`config.mk`:
```
export PLATFORM = sky130hd
export DESIGN_NAME = mode_supervisor_watchdog_fsm
export DESIGN_NICKNAME = d
export VERILOG_FILES = /design/src/sv/msw_pkg.sv /design/src/sv/mode_supervisor_watchdog_fsm.sv /design/src/sv/msw_core.sv /design/src/sv/msw_res_fifo.sv
export SDC_FILE = /design/constraint.sdc
export NUM_CORES = 1
export LEC_CHECK = 0
export ABC_AREA = 1
export BUFFER_PORTS_ARGS = -buffer_cell sky130_fd_sc_hd__buf_2
export CAP_MARGIN = 20
export CELL_PAD_IN_SITES_DETAIL_PLACEMENT = 0
export CELL_PAD_IN_SITES_GLOBAL_PLACEMENT = 1
export CORE_MARGIN = 2
export CORE_UTILIZATION = 46
export DETAILED_ROUTE_END_ITERATION = 8
export PLACE_DENSITY = 0.85
export SLEW_MARGIN = 25
export SYNTH_ARGS = -nofsm -noshare
export SYNTH_HDL_FRONTEND = slang
export SYNTH_HIERARCHICAL = 1
export SYNTH_SLANG_ARGS = --single-unit
```
`constraint.sdc`:
```
create_clock -name clk_i -period 6.2 [get_ports clk_i]
set_clock_uncertainty 0.15 [all_clocks]
set_input_delay 1.24 -clock clk_i [delete_from_list [all_inputs] [get_ports clk_i]]
set_output_delay 1.24 -clock clk_i [all_outputs]
set_load 0.01 [all_outputs]
```
`src/sv/msw_pkg.sv`:
```
// Shared types and constants for the mode supervisor watchdog block.
package msw_pkg;

  typedef enum logic [2:0] {
    MODE_SIT    = 3'd0,
    MODE_READY  = 3'd1,
    MODE_S2R    = 3'd2,
    MODE_R2S    = 3'd3,
    MODE_SAFETY = 3'd4
  } mode_e;

  typedef enum logic [2:0] {
    OP_TICK    = 3'd0,
    OP_REQUEST = 3'd1,
    OP_HBEAT   = 3'd2,
    OP_STATE   = 3'd3,
    OP_REPLY   = 3'd4
  } op_e;

  typedef enum logic [2:0] {
    CAUSE_NONE     = 3'd0,
    CAUSE_TRANS    = 3'd1,
    CAUSE_REQUEST  = 3'd2,
    CAUSE_HB_LOST  = 3'd3,
    CAUSE_ST_LOST  = 3'd4
  } cause_e;

  typedef enum logic [1:0] {
    CFG_TRANS_TICKS = 2'd0,
    CFG_HB_TIMEOUT  = 2'd1,
    CFG_ST_TIMEOUT  = 2'd2,
    CFG_ON_HW       = 2'd3
  } cfg_idx_e;

  localparam logic [7:0] REQ_SIT    = 8'd0;
  localparam logic [7:0] REQ_READY  = 8'd1;
  localparam logic [7:0] REQ_SAFETY = 8'd4;

  localparam int CFG_BITS      = 16;
  localparam int MAX_RESULTS   = 3;
  localparam int RES_DEPTH     = 4;
  localparam int RES_PTR_BITS  = 2;
  localparam int RES_CNT_BITS  = 3;

  typedef struct packed {
    logic [2:0] mode_now;
    logic       switch_valid;
    logic [2:0] switch_target;
    logic [2:0] cause;
    logic       last;
  } res_t;

endpackage

```
`src/sv/mode_supervisor_watchdog_fsm.sv`:
```
// Five-mode supervisor with heartbeat and state-message watchdogs: top level.
// An item is processed in the cycle it is accepted; the supervisor state updates
// at that edge and its one to three results enter a four-entry result queue that
// drains one result per cycle while the output is not stalled. An input item is
// taken whenever the queue holds at most one result, so items with one result
// each flow at one per cycle without output stalls, and a tick's several results
// leave one after another. Results are registered in the queue at acceptance.
module mode_supervisor_watchdog_fsm import msw_pkg::*; #(
  parameter int AGE_BITS = 16
) (
  input  logic                clk_i,
  input  logic                rst_ni,
  input  logic                cfg_we_i,
  input  logic [1:0]          cfg_idx_i,
  input  logic [CFG_BITS-1:0] cfg_data_i,
  input  logic                in_valid_i,
  output logic                in_stall_o,
  input  logic [2:0]          op_i,
  input  logic [7:0]          requested_mode_i,
  input  logic [2:0]          reply_controller_i,
  input  logic                reply_ok_i,
  output logic                out_valid_o,
  input  logic                out_stall_i,
  output logic [2:0]          mode_now_o,
  output logic                switch_valid_o,
  output logic [2:0]          switch_target_o,
  output logic [2:0]          cause_o,
  output logic                last_o
);

  logic       accept;
  logic       busy;
  res_t       res [MAX_RESULTS];
  logic [1:0] res_n;
  res_t       head;

  assign in_stall_o = busy;
  assign accept     = in_valid_i && !busy;

  msw_core #(
    .AGE_BITS(AGE_BITS)
  ) u_core (
    .clk_i              (clk_i),
    .rst_ni             (rst_ni),
    .cfg_we_i           (cfg_we_i),
    .cfg_idx_i          (cfg_idx_i),
    .cfg_data_i         (cfg_data_i),
    .accept_i           (accept),
    .op_i               (op_i),
    .requested_mode_i   (requested_mode_i),
    .reply_controller_i (reply_controller_i),
    .reply_ok_i         (reply_ok_i),
    .res_o              (res),
    .res_n_o            (res_n)
  );

  msw_res_fifo u_fifo (
    .clk_i       (clk_i),
    .rst_ni      (rst_ni),
    .push_i      (accept),
    .push_n_i    (res_n),
    .push_data_i (res),
    .pop_i       (out_valid_o && !out_stall_i),
    .busy_o      (busy),
    .valid_o     (out_valid_o),
    .data_o      (head)
  );

  assign mode_now_o      = head.mode_now;
  assign switch_valid_o  = head.switch_valid;
  assign switch_target_o = head.switch_target;
  assign cause_o         = head.cause;
  assign last_o          = head.last;

endmodule

```
`src/sv/msw_core.sv`:
```
// Supervisor state, configuration registers and per-item result computation.
module msw_core import msw_pkg::*; #(
  parameter int AGE_BITS = 16
) (
  input  logic                clk_i,
  input  logic                rst_ni,
  input  logic                cfg_we_i,
  input  logic [1:0]          cfg_idx_i,
  input  logic [CFG_BITS-1:0] cfg_data_i,
  input  logic                accept_i,
  input  logic [2:0]          op_i,
  input  logic [7:0]          requested_mode_i,
  input  logic [2:0]          reply_controller_i,
  input  logic                reply_ok_i,
  output res_t                res_o [MAX_RESULTS],
  output logic [1:0]          res_n_o
);

  localparam int CW = (AGE_BITS > CFG_BITS) ? AGE_BITS : CFG_BITS;

  logic [CFG_BITS-1:0] trans_ticks_q, hb_timeout_q, st_timeout_q;
  logic                on_hw_q;

  mode_e               mode_q, mode_d;
  logic [2:0]          active_q, active_d;
  logic [AGE_BITS-1:0] trans_age_q, trans_age_d;
  logic [AGE_BITS-1:0] hb_age_q, hb_age_d;
  logic [AGE_BITS-1:0] st_age_q, st_age_d;
  logic                hb_seen_q, hb_seen_d;
  logic                st_seen_q, st_seen_d;

  always_ff @(posedge clk_i or negedge rst_ni) begin
    if (!rst_ni) begin
      trans_ticks_q <= CFG_BITS'(50);
      hb_timeout_q  <= CFG_BITS'(10);
      st_timeout_q  <= CFG_BITS'(5);
      on_hw_q       <= 1'b0;
    end else if (cfg_we_i) begin
      case (cfg_idx_e'(cfg_idx_i))
        CFG_TRANS_TICKS: trans_ticks_q <= cfg_data_i;
        CFG_HB_TIMEOUT:  hb_timeout_q  <= cfg_data_i;
        CFG_ST_TIMEOUT:  st_timeout_q  <= cfg_data_i;
        CFG_ON_HW:       on_hw_q       <= cfg_data_i[0];
        default: ;
      endcase
    end
  end

  always_ff @(posedge clk_i or negedge rst_ni) begin
    if (!rst_ni) begin
      mode_q      <= MODE_SIT;
      active_q    <= 3'(MODE_SIT);
      trans_age_q <= '0;
      hb_age_q    <= '0;
      st_age_q    <= '0;
      hb_seen_q   <= 1'b0;
      st_seen_q   <= 1'b0;
    end else if (accept_i) begin
      mode_q      <= mode_d;
      active_q    <= active_d;
      trans_age_q <= trans_age_d;
      hb_age_q    <= hb_age_d;
      st_age_q    <= st_age_d;
      hb_seen_q   <= hb_seen_d;
      st_seen_q   <= st_seen_d;
    end
  end

  function automatic logic [AGE_BITS-1:0] age_step(logic [AGE_BITS-1:0] a);
    return (a == '1) ? a : a + 1'b1;
  endfunction

  function automatic res_t make_res(mode_e m, logic [2:0] tgt, cause_e c,
                                    logic [2:0] act);
    res_t r;
    r.mode_now      = 3'(m);
    r.switch_valid  = (tgt != act);
    r.switch_target = (tgt != act) ? tgt : 3'd0;
    r.cause         = 3'(c);
    r.last          = 1'b0;
    return r;
  endfunction

  res_t       cand [MAX_RESULTS];
  logic       cand_v [MAX_RESULTS];
  res_t       res [MAX_RESULTS];
  logic [1:0] k;
  mode_e      m1;
  logic       hb_fire, st_fire;

  always_comb begin
    mode_d      = mode_q;
    active_d    = active_q;
    trans_age_d = trans_age_q;
    hb_age_d    = hb_age_q;
    st_age_d    = st_age_q;
    hb_seen_d   = hb_seen_q;
    st_seen_d   = st_seen_q;
    m1          = mode_q;
    hb_fire     = 1'b0;
    st_fire     = 1'b0;
    for (int i = 0; i < MAX_RESULTS; i++) begin
      cand[i]   = '0;
      cand_v[i] = 1'b0;
    end

    case (op_e'(op_i))
      OP_TICK: begin
        if (hb_seen_q) hb_age_d = age_step(hb_age_q);
        if (st_seen_q) st_age_d = age_step(st_age_q);
        if (mode_q == MODE_S2R || mode_q == MODE_R2S) trans_age_d = age_step(trans_age_q);
        if ((mode_q == MODE_S2R || mode_q == MODE_R2S) &&
            CW'(trans_age_d) >= CW'(trans_ticks_q)) begin
          m1 = (mode_q == MODE_S2R) ? MODE_READY : MODE_SIT;
          cand_v[0] = 1'b1;
          cand[0]   = make_res(m1, 3'(m1), CAUSE_TRANS, active_q);
        end
        if (m1 != MODE_SAFETY) begin
          hb_fire = hb_seen_q && (CW'(hb_age_d) >= CW'(hb_timeout_q));
          st_fire = !on_hw_q && st_seen_q && (CW'(st_age_d) >= CW'(st_timeout_q));
        end
        cand_v[1] = hb_fire;
        cand[1]   = make_res(MODE_SAFETY, 3'(MODE_SAFETY), CAUSE_HB_LOST, active_q);
        cand_v[2] = st_fire;
        cand[2]   = make_res(MODE_SAFETY, 3'(MODE_SAFETY), CAUSE_ST_LOST, active_q);
        mode_d    = (hb_fire || st_fire) ? MODE_SAFETY : m1;
      end
      OP_REQUEST: begin
        if (mode_q != MODE_S2R && mode_q != MODE_R2S) begin
          cand_v[0] = 1'b1;
          if (requested_mode_i == REQ_READY && mode_q == MODE_SIT) begin
            mode_d      = MODE_S2R;
            trans_age_d = '0;
          end else if (requested_mode_i == REQ_SIT && mode_q == MODE_READY) begin
            mode_d      = MODE_R2S;
            trans_age_d = '0;
          end else if (requested_mode_i == REQ_SIT) begin
            mode_d = MODE_SIT;
          end else if (requested_mode_i == REQ_SAFETY) begin
            mode_d = MODE_SAFETY;
          end else begin
            cand_v[0] = 1'b0;
          end
          cand[0] = make_res(mode_d, 3'(mode_d), CAUSE_REQUEST, active_q);
        end
      end
      OP_HBEAT: begin
        hb_age_d  = '0;
        hb_seen_d = 1'b1;
      end
      OP_STATE: begin
        st_age_d  = '0;
        st_seen_d = 1'b1;
      end
      OP_REPLY: begin
        if (reply_ok_i && reply_controller_i <= 3'(MODE_SAFETY)) active_d = reply_controller_i;
      end
      default: ;
    endcase

    for (int i = 0; i < MAX_RESULTS; i++) res[i] = '0;
    k = 2'd0;
    for (int i = 0; i < MAX_RESULTS; i++) begin
      if (cand_v[i]) begin
        res[k] = cand[i];
        k      = k + 2'd1;
      end
    end
    if (k == 2'd0) begin
      res[0]          = '0;
      res[0].mode_now = 3'(mode_d);
      k               = 2'd1;
    end
    res[k - 2'd1].last = 1'b1;
  end

  assign res_o   = res;
  assign res_n_o = k;

endmodule

```
`src/sv/msw_res_fifo.sv`:
```
// Result queue: takes up to three results per item, hands out one per cycle while popped.
module msw_res_fifo import msw_pkg::*; (
  input  logic       clk_i,
  input  logic       rst_ni,
  input  logic       push_i,
  input  logic [1:0] push_n_i,
  input  res_t       push_data_i [MAX_RESULTS],
  input  logic       pop_i,
  output logic       busy_o,
  output logic       valid_o,
  output res_t       data_o
);

  res_t                    mem_q [RES_DEPTH];
  logic [RES_PTR_BITS-1:0] wr_q, rd_q;
  logic [RES_CNT_BITS-1:0] cnt_q, cnt_d;
  logic [1:0]              n_push;

  assign n_push = push_i ? push_n_i : 2'd0;
  assign cnt_d  = cnt_q + RES_CNT_BITS'(n_push) - RES_CNT_BITS'(pop_i);

  always_ff @(posedge clk_i or negedge rst_ni) begin
    if (!rst_ni) begin
      wr_q  <= '0;
      rd_q  <= '0;
      cnt_q <= '0;
    end else begin
      wr_q  <= wr_q + RES_PTR_BITS'(n_push);
      rd_q  <= rd_q + RES_PTR_BITS'(pop_i);
      cnt_q <= cnt_d;
    end
  end

  always_ff @(posedge clk_i) begin
    for (int i = 0; i < MAX_RESULTS; i++) begin
      if (2'(i) < n_push) mem_q[wr_q + RES_PTR_BITS'(i)] <= push_data_i[i];
    end
  end

  // Room for a full three-result item is required before the next item.
  assign busy_o  = cnt_q > RES_CNT_BITS'(RES_DEPTH - MAX_RESULTS);
  assign valid_o = cnt_q != '0;
  assign data_o  = mem_q[rd_q];

endmodule

```
==> results_dict.tcl, run 1 <==
set metrics [dict create \
    internal-power_mw 2.53 \
    drtIter0Drc 802 \
    clock_sinks 156 \
    period_share 0.897 \
    portBuffers 50 \
    antenna_found_initial 0 \
    io_pins 51 \
    synth_top_cell_by_area "dfrtp_1" \
    drv_cap 0 \
    p_leak_nw 5.97 \
    layout_setup_ws_ns 0.642 \
    pre_cts_ws_ns 0.655 \
    core_um2 22800 \
    yosysUniqueCellTypes 49 \
    tightest_slew_ns 0.908 \
    vias 9319 \
    fin_setup_tns_ns 0 \
    worst_ep_required_time_ns 6.07 \
    dpl.hpwl_mm 20.4 \
    hold_viol_final 0 \
    ys.warnings.count 6 \
    holdBufCountCts 0 \
    hp-start "u_core/hb_timeout_q[14]" \
    cts_resized 0 \
    max_slew_margin 0.395 \
    drive_gt1_frac 0.110 \
    worst_setup_path_end_kind "register" \
    grt_pass1_vias 8718 \
    start_util 0.471 \
    mostFrequentLayoutCell "nand2_1" \
    wl_per_cell_um 14.7 \
    dieArea_um2 24600 \
    drtPass1Iterations 5 \
    syn_avg_cell_area_um2 7.31 \
    status "finished, final reports clean" \
    r2r_start "u_core/trans_age_q[0]" \
    cp_max_fo 13 \
    die_h_um 157 \
    synth_seq_cells 156 \
    postCtsSetupBuffers 0 \
    timing.hold.ws_ns 0.335 \
    rsz0062_at_grt "no" \
    startpoint "u_core/trans_age_q[0]" \
    cts_tree "done" \
    reg2reg_slack_ns 0.64 \
    cts.clk_slew.worst_paths_ns 0.07 \
    stdcell_area_um2 11700 \
    cts_max_level 4 \
    grt_max_degree 72 \
    ir_drop_v 0.000192 \
    drcViolationCount 0 \
    area_growth_pct 9.09 \
    combPwrFrac 0.412 \
    gp_congestion 0.888 \
    antennaDiodeCount 0 \
    track_usage 0.229 \
    synthCells 1467 \
    p_sw_mw 1.93 \
    avgViaCountPerCell 5.13 \
    num-nets-final 1585 \
    cts_max_path_buffers 2 \
    syn-cell-area_um2 10700 \
    swShare 0.432 \
    rows 55 \
    arrival_ns 5.42 \
    ant_nets 0 \
    seq_power_share 0.349 \
    die_x_um 157 \
    seq_area_frac_synth 0.385 \
    cp-start-kind "register" \
    cts_buffers 17 \
    cpMaxStageDelayCell "fa_1" \
    clk_latency_ns 0.44 \
    maxSlewViolCount 0 \
    min_path_type "reg2reg" \
    cp_common_cell "inv_1" \
    place_area_um2 11100 \
    cts_root_buf "clkbuf_16" \
    final_cell_mix "nand2_1, inv_1, nand3_1, o21ai_0, dfrtp_1" \
    setup_viol 0 \
    synthTopCellsByArea "dfrtp_1, nand2_1, edfxtp_1" \
    max_freq_mhz 180 \
    p_per_area_nw_per_um2 381 \
    finalCriticalPeriod_ns 5.56 \
    grt_overflow 0 \
    routed_wl_mm 26.8 \
    synth.top_cell.area_share 0.245 \
    grt_first_pass_wirelength_mm 44.7 \
    max_stage_delay_ns 0.61 \
    clockPowerShare 0.239 \
    critPathKind "reg2reg" \
]
per-layer routing:
layer | part of all wire | track usage | vias up
met5 | 0 | 0 | -
met4 | 0.011 | 0.0498 | 0
met3 | 0.035 | 0.0360 | 24
met2 | 0.47 | 0.374 | 202
met1 | 0.49 | 0.323 | 4332
li1 | - | - | 4761
final cells by class:
class                      count  area, µm²
clock buffer                  17        425
clock inverter                15        188
fill                        2252      11100
inverter                     236        891
multi-input combinational   1025       5400
sequential                   156       4130
tap                          313        392
timing repair buffer          54        283
per-stage QoR:
stage / std cells / util / power [mW]
6_report: 1816 / 0.514 / 4.46
5_1_grt: 1816 / 0.514 / 4.86
4_1_cts: 1816 / 0.513 / 4.49
3_5_place_dp: 1784 / 0.486 / 3.40
3_3_place_gp: 1784 / 0.486 / 3.36
2_1_floorplan: 1476 / - / 2.91
registers in the layout, summed over array words and instances (netlist names):
register and cells:
u_core/hb_seen_q 1, u_core/st_seen_q 1, u_core/hb_timeout_q 16, u_core/active_q 3
u_core/on_hw_q 1, u_core/trans_ticks_q 16, u_core/st_age_q 16, u_fifo/mem_q 44
u_core/hb_age_q 16, u_fifo/rd_q 2, u_core/trans_age_q 16, u_core/st_timeout_q 16
u_fifo/wr_q 2, u_core/mode_q 3, u_fifo/cnt_q 3
synthesized netlist by cell type (all sizes together):
master and instances:
dfrtp 105, or3 1, nand4 19, xor2 29
buf 38, o21bai 2, nor2 103, a22o 1
nand2 427, nor4 7, a31oi 1, ha 55
fa 2, o31ai 1, nand3b 2, a21oi 27
inv 236, o22ai 38, conb 1, nor3 22
edfxtp 44, o21ai 123, clkbuf 21, o211ai 1
xnor2 3, nand3 141, or2 6, o21a 3
o221ai 1, dfstp 7
worst paths after layout:
path | to | depth (start not counted)
max in group asynchronous | u_core/hb_age_q[12] | 2
min in group asynchronous | u_core/hb_timeout_q[5] | 1
max | u_fifo/mem_q[2][10] | 26
max reg2reg | u_fifo/mem_q[2][10] | 26
min reg2reg | u_core/hb_timeout_q[14] | 2
min | u_core/hb_timeout_q[14] | 2
cells by family (layout without fill, tap and decap cells):
| group | count (synthesis) | after routing | share of synthesized area |
|---|---|---|---|
| AO/OA/AOI/OAI | 198 | 198 | 0.102 |
| XOR/XNOR | 32 | 32 | 0.0268 |
| adder cells (fa/ha/maj) | 57 | 57 | 0.0679 |
| buffers and inverters | 295 | 322 | 0.117 |
| flip-flops | 156 | 156 | 0.385 |
| other | 1 | 10 | 0.000349 |
| AND/OR/NAND/NOR | 728 | 728 | 0.301 |
critical path: cells and delay by family, from the launching register on:
family          cells  cell delay [ns]
xor+xnor            1             0.22
buf+inv             5             0.38
simple gates       14             2.44
flops               1             0.43
fa+ha+maj           3             1.07
compound gates      3             0.43
power groups by stage:
stage               sequential [mW]  clock [mW]  combinational, mW
floorplan                      1.49           0               1.42
global placement               1.56           0               1.80
detailed placement             1.57           0               1.83
CTS                            1.55        1.09               1.84
global route                   1.59        1.14               2.12
finish                         1.56        1.06               1.84
(Power assumes the default switching activity.)
==> inputs of run 2 (changes only) <==
--- a/config.mk
+++ b/config.mk
@@ -11,9 +11,9 @@
 export CELL_PAD_IN_SITES_DETAIL_PLACEMENT = 0
 export CELL_PAD_IN_SITES_GLOBAL_PLACEMENT = 1
 export CORE_MARGIN = 2
-export CORE_UTILIZATION = 46
+export CORE_UTILIZATION = 50
 export DETAILED_ROUTE_END_ITERATION = 8
-export PLACE_DENSITY = 0.85
+export PLACE_DENSITY = 0.91
 export SLEW_MARGIN = 25
 export SYNTH_ARGS = -nofsm -noshare
 export SYNTH_HDL_FRONTEND = slang
==> constraint.sdc (replaced) <==
create_clock -name clk_i -period 6.87 [get_ports clk_i]
set_clock_uncertainty 0.15 [all_clocks]
set_input_delay 1.374 -clock clk_i [delete_from_list [all_inputs] [get_ports clk_i]]
set_output_delay 1.374 -clock clk_i [all_outputs]
set_load 0.01 [all_outputs]
==> results_dict.tcl, run 2 (synthesized netlist as in run 1, its figures left out) <==
set metrics [dict create \
    core_um2 21000 \
    swShare 0.422 \
    hold_viol_final 0 \
    portBuffers 50 \
    max_stage_delay_ns 0.62 \
    drcViolationCount 0 \
    holdBufCountCts 0 \
    critPathKind "reg2reg" \
    arrival_ns 5.41 \
    min_path_type "reg2reg" \
    timing.hold.ws_ns 0.341 \
    largest_reg_flops 44 \
    fillers 1982 \
    layout_setup_ws_ns 1.32 \
    postCtsSetupBuffers 0 \
    track_usage 0.244 \
    cts_tree "done" \
    drtPass1Iterations 5 \
    area_growth_pct 8.90 \
    rsz0062_at_grt "no" \
    place_area_um2 11000 \
    rr_worst_depth 27 \
    regMostFlops "u_fifo/mem_q" \
    dieArea_um2 22600 \
    avgViaCountPerCell 5.25 \
    cpMaxStageDelayCell "fa_1" \
    worst_ep_required_time_ns 6.73 \
    met1_length_mm 12.1 \
    cts_resized 0 \
    die_h_um 150 \
    placed_cells 1746 \
    p_leak_nw 5.99 \
    finalCriticalPeriod_ns 5.55 \
    status "finished, final reports clean" \
    cts_max_level 4 \
    period_share 0.808 \
    routed_wl_mm 26.2 \
    combPwrFrac 0.406 \
    wl_met3_mm 1.30 \
    total_power_mw 4.04 \
    final_cell_mix "nand2_1, inv_1, nand3_1, o21ai_0, dfrtp_1" \
    antenna_found_initial 0 \
    max_slew_margin 0.446 \
    ir_drop_v 0.000201 \
    io_pins 51 \
    worst_setup_path_end_kind "register" \
    cp_max_fo 13 \
    vias 9336 \
    mostFrequentLayoutCell "nand2_1" \
    drtIter0Drc 783 \
    fin_setup_tns_ns 0 \
    clock_sinks 156 \
    rows 53 \
    pre_cts_ws_ns 1.38 \
    ant_nets 0 \
    gp_congestion 0.946 \
    cp_common_cell "inv_1" \
    clk_latency_ns 0.44 \
    cts.clk_slew.worst_paths_ns 0.07 \
    clockPowerShare 0.246 \
    grt_max_degree 64 \
    p_per_area_nw_per_um2 346 \
    multi_input_area_um2 5400 \
    antennaDiodeCount 0 \
    grt_overflow 0 \
    cts_root_buf "clkbuf_16" \
    internal-power_mw 2.34 \
    ff_latch_area_um2 4130 \
    dpl.hpwl_mm 19.8 \
    grt_first_pass_wirelength_mm 43.3 \
    drv_cap 0 \
    min_path_cells 2 \
    die_x_um 150 \
    grt_pass1_vias 8680 \
    p_sw_mw 1.71 \
    max_freq_mhz 180 \
    highest_layer "met4" \
    start_util 0.510 \
    num-nets-final 1585 \
    setup_viol 0 \
    drive_gt1_frac 0.110 \
    fin_cells 1778 \
    stdcell_area_um2 11700 \
    maxSlewViolCount 0 \
    wl_met2_mm 12.4 \
    cts_buffers 17 \
    cp-start-kind "register" \
    seq_power_share 0.347 \
    wl_per_cell_um 14.7 \
    cts_max_path_buffers 2 \
    utilization 0.556 \
    tightest_slew_ns 0.831 \
]
==> run 2: cell types whose count changed in the layout (fill, tap and decap cells not counted), sizes merged <==
cell      previous run  this run
bufinv               0         1
inv                245       243
clkinv               5         6
clkinvlp             1         0
clkbuf              17        18
==> run 2: final timing paths <==
kind | from | end | slack, ns
worst max-delay path | u_core/trans_age_q[0] | u_fifo/mem_q[0][5] | 1.32
worst min-delay path | u_core/st_timeout_q[6] | u_core/st_timeout_q[6] | 0.34
worst max register to register | u_core/trans_age_q[0] | u_fifo/mem_q[0][5] | 1.32
worst min register to register | u_core/st_timeout_q[6] | u_core/st_timeout_q[6] | 0.34
max in group asynchronous | rst_ni | u_core/active_q[1] | 4.48
min in group asynchronous | rst_ni | u_core/hb_timeout_q[4] | 0.80
==> run 2: layout make-up <==
class | instances | area share
Multi-Input combinational cell | 1025 | 0.462
Sequential cell | 156 | 0.354
Inverter | 236 | 0.0762
Clock buffer | 18 | 0.0385
Tap cell | 275 | 0.0294
Timing Repair Buffer | 54 | 0.0242
Clock inverter | 14 | 0.0162
==> run 2: worst max-delay path, delay by kind of cell, from the launching register on <==
kind            cells  cell delay [ns]
compound gates      2             0.37
xor+xnor            1             0.17
fa+ha+maj           3             1.08
buf+inv             5             0.34
flops               1             0.42
simple gates       16             2.57
==> run 2: metal layers <==
layer	vias up	track usage
met3	39	0.0345
li1	4766	-
met5	-	0
met1	4277	0.339
met4	0	0.0660
met2	254	0.401
==> run 2: power by group through the flow <==
stage	combinational (mW)	clock [mW]	sequential, mW
global placement	1.61	0	1.42
floorplan	1.28	0	1.34
finish	1.64	0.997	1.41
detailed placement	1.63	0	1.42
global route	1.91	1.05	1.43
CTS	1.65	1.02	1.40
==> inputs of run 3 (changes only) <==
--- a/config.mk
+++ b/config.mk
@@ -5,7 +5,7 @@
 export SDC_FILE = /design/constraint.sdc
 export NUM_CORES = 1
 export LEC_CHECK = 0
-export ABC_AREA = 1
+export ABC_AREA = 0
 export BUFFER_PORTS_ARGS = -buffer_cell sky130_fd_sc_hd__buf_2
 export CAP_MARGIN = 20
 export CELL_PAD_IN_SITES_DETAIL_PLACEMENT = 0
@@ -13,7 +13,7 @@
 export CORE_MARGIN = 2
 export CORE_UTILIZATION = 50
 export DETAILED_ROUTE_END_ITERATION = 8
-export PLACE_DENSITY = 0.91
+export PLACE_DENSITY = 0.85
 export SLEW_MARGIN = 25
 export SYNTH_ARGS = -nofsm -noshare
 export SYNTH_HDL_FRONTEND = slang
==> constraint.sdc (replaced) <==
create_clock -name clk_i -period 5.76 [get_ports clk_i]
set_clock_uncertainty 0.15 [all_clocks]
set_input_delay 1.152 -clock clk_i [delete_from_list [all_inputs] [get_ports clk_i]]
set_output_delay 1.152 -clock clk_i [all_outputs]
set_load 0.01 [all_outputs]
==> results_dict.tcl, run 3 <==
set metrics [dict create \
    hold_viol_final 0 \
    start_util 0.505 \
    synth_edf_count 44 \
    seq_area_frac_synth 0.407 \
    drtPass1Iterations 5 \
    ir_drop_v 0.000209 \
    startpoint "u_core/hb_age_q[1]" \
    worst_setup_path_end_kind "register" \
    synth_most_common_cell "mux2_2" \
    r2r_start "u_core/hb_age_q[1]" \
    cp_max_fo 8 \
    setup_viol 0 \
    arrival_ns 5.68 \
    vias 7554 \
    synth_seq_cells 156 \
    io_pins 51 \
    die_x_um 146 \
    drtIter0Drc 433 \
    rr_worst_depth 22 \
    status "finished, final reports clean" \
    fin_cells 1319 \
    rows 52 \
    cts_root_buf "clkbuf_16" \
    period_share 0.948 \
    area_growth_pct 12.5 \
    synth_top_cell_by_area "dfrtp_1" \
    synth.top_cell.area_share 0.259 \
    grt_pass1_vias 7569 \
    finalCriticalPeriod_ns 5.46 \
    total_power_mw 3.43 \
    avgViaCountPerCell 5.73 \
    synthTopCellsByArea "dfrtp_1, mux2_2, edfxtp_1" \
    drive_gt1_frac 0.281 \
    wl_per_cell_um 17.8 \
    cts_buffers 17 \
    clock_sinks 156 \
    cp-endpoint "u_fifo/cnt_q[2]" \
    dieArea_um2 21500 \
    cts_tree "done" \
    core_um2 20100 \
    clk_latency_ns 0.44 \
    cts.clk_slew.worst_paths_ns 0.07 \
    async_flop_share 0.718 \
    largest_reg_flops 44 \
    syn-cell-area_um2 10200 \
    ant_nets 0 \
    num-nets-final 1131 \
    dpl.hpwl_mm 16.6 \
    cts_max_level 4 \
    synthFlopType "dfrtp_1" \
    fillers 1718 \
    r2r-end "u_fifo/cnt_q[2]" \
    p_per_area_nw_per_um2 301 \
    critPathKind "reg2reg" \
    syn_avg_cell_area_um2 10.4 \
    worst_ep_required_time_ns 5.98 \
    tightest_slew_ns 0.913 \
    mostFrequentLayoutCell "mux2_2" \
    antennaDiodeCount 0 \
    gp_congestion 0.804 \
    cp-start-kind "register" \
    regMostFlops "u_fifo/mem_q" \
    track_usage 0.228 \
    p_leak_nw 5.02 \
    die_h_um 146 \
    synth.cells.most_frequent "mux2_2, dfrtp_1, nand2_1" \
    placed_cells 1280 \
    grt_first_pass_wirelength_mm 38.9 \
    min_path_type "reg2reg" \
    drcViolationCount 0 \
    portBuffers 50 \
    synthCells 979 \
    yosysUniqueCellTypes 75 \
    grt_overflow 0 \
    final_cell_mix "mux2_2, dfrtp_1, nand2_1, inv_1, o21ai_0" \
    grt_max_degree 41 \
    cts_max_path_buffers 2 \
    maxSlewViolCount 0 \
    routed_wl_mm 23.5 \
    max_slew_margin 0.389 \
    ys.warnings.count 6 \
    drv_cap 0 \
    antenna_found_initial 0 \
    reg2reg_slack_ns 0.30 \
    max_freq_mhz 183 \
    rsz0062_at_grt "no" \
]
## run 3: cell types whose count changed in the layout (fill, tap and decap cells not counted), moves of 24 or more
cell / before / now
nand2_1: 408 / 96
mux2_2: 0 / 128
nand3_1: 135 / 36
o22ai_1: 38 / 2
xnor2_1: 3 / 31
o21ai_0: 113 / 60
inv_1: 222 / 61
buf_4: 5 / 29
nor2_1: 88 / 46
## run 3: worst max-delay path, stage by stage, from the launching register on
cell	delay (ns)
dfrtp_1	0.42
ha_1	0.23
and3_2	0.25
nand4_4	0.16
o31a_1	0.33
buf_4	0.17
xnor2_1	0.15
ha_1	0.25
nand2b_1	0.14
a2111o_1	0.39
a31oi_1	0.16
nand4_1	0.18
and3_1	0.29
inv_1	0.12
fa_1	0.46
and2_2	0.24
inv_2	0.11
nand2_1	0.12
xnor2_1	0.18
ha_1	0.20
fa_1	0.37
xnor2_1	0.19
xnor2_1	0.13
## run 3: stage by stage
step / hold slack, ns / cell area, µm² / TNS (ns) / setup slack (ns) / util
after floorplan: 0.316 / 10200 / -0.634 / -0.0288 / -
after global placement: 0.337 / 10700 / 0 / 0.109 / 0.531
after detailed placement: 0.343 / 10700 / -0.0408 / -0.0408 / 0.531
after CTS: 0.357 / 11300 / 0 / 0.0405 / 0.561
after global routing: 0.362 / 11400 / 0 / 0.00847 / 0.568
final: 0.355 / 11400 / 0 / 0.299 / 0.568
## run 3: worst min-delay path by stage
stage / startpoint / end / depth (start not counted)
after detailed placement: u_core/hb_timeout_q[11] / u_core/hb_timeout_q[11] / 1
after floorplan: u_core/st_seen_q / u_core/st_seen_q / 2
after global placement: u_core/st_timeout_q[14] / u_core/st_timeout_q[14] / 1
after CTS: u_core/hb_timeout_q[11] / u_core/hb_timeout_q[11] / 1
after global routing: u_core/st_timeout_q[6] / u_core/st_timeout_q[6] / 1
final: u_core/hb_timeout_q[5] / u_core/hb_timeout_q[5] / 1
## run 3: power by group
part	leakage (nW)	switching, mW	internal, mW
clock	0.279	0.473	0.649
sequential	1.81	0.166	1.30
combinational	2.93	0.417	0.426
total	5.02	1.06	2.38
## run 3: cell type report
type                            count  area [µm²]  area share
Clock buffer                       22         485      0.0425
Clock inverter                     10         103     0.00898
Inverter                           62         233      0.0204
Multi-Input combinational cell    720        5640       0.494
Sequential cell                   156        4140       0.362
Tap cell                          270         338      0.0296
Timing Repair Buffer               79         490      0.0429
## run 3: cells by family (layout without fill, tap and decap cells)
| logic type | after synthesis | after routing | share of synthesized area |
|---|---|---|---|
| buffers and inverters | 112 | 173 | 0.0500 |
| DFF | 156 | 156 | 0.407 |
| other | 1 | 10 | 0.000369 |
| xor gates and xnor gates | 47 | 47 | 0.0405 |
| adders and majority gates | 57 | 57 | 0.0717 |
| muxes | 143 | 143 | 0.170 |
| and+or+nand+nor | 293 | 293 | 0.151 |
| AOI/OAI and AO/OA | 170 | 170 | 0.109 |
## run 3: layer usage
metal,track usage,up-vias,share of wire
met4,0.0748,0,0.019
li1,-,3653,-
met2,0.371,144,0.47
met1,0.309,3725,0.48
met5,0,-,0
met3,0.0453,32,0.035
## run 3: repair_timing
item                                    in CTS  in global routing
setup buffers                                0                  6
gates resized for setup                      1                 20
hold buffers                                 0                  0
pin swaps                                    0                  8
endpoints found under the setup margin       1                 90
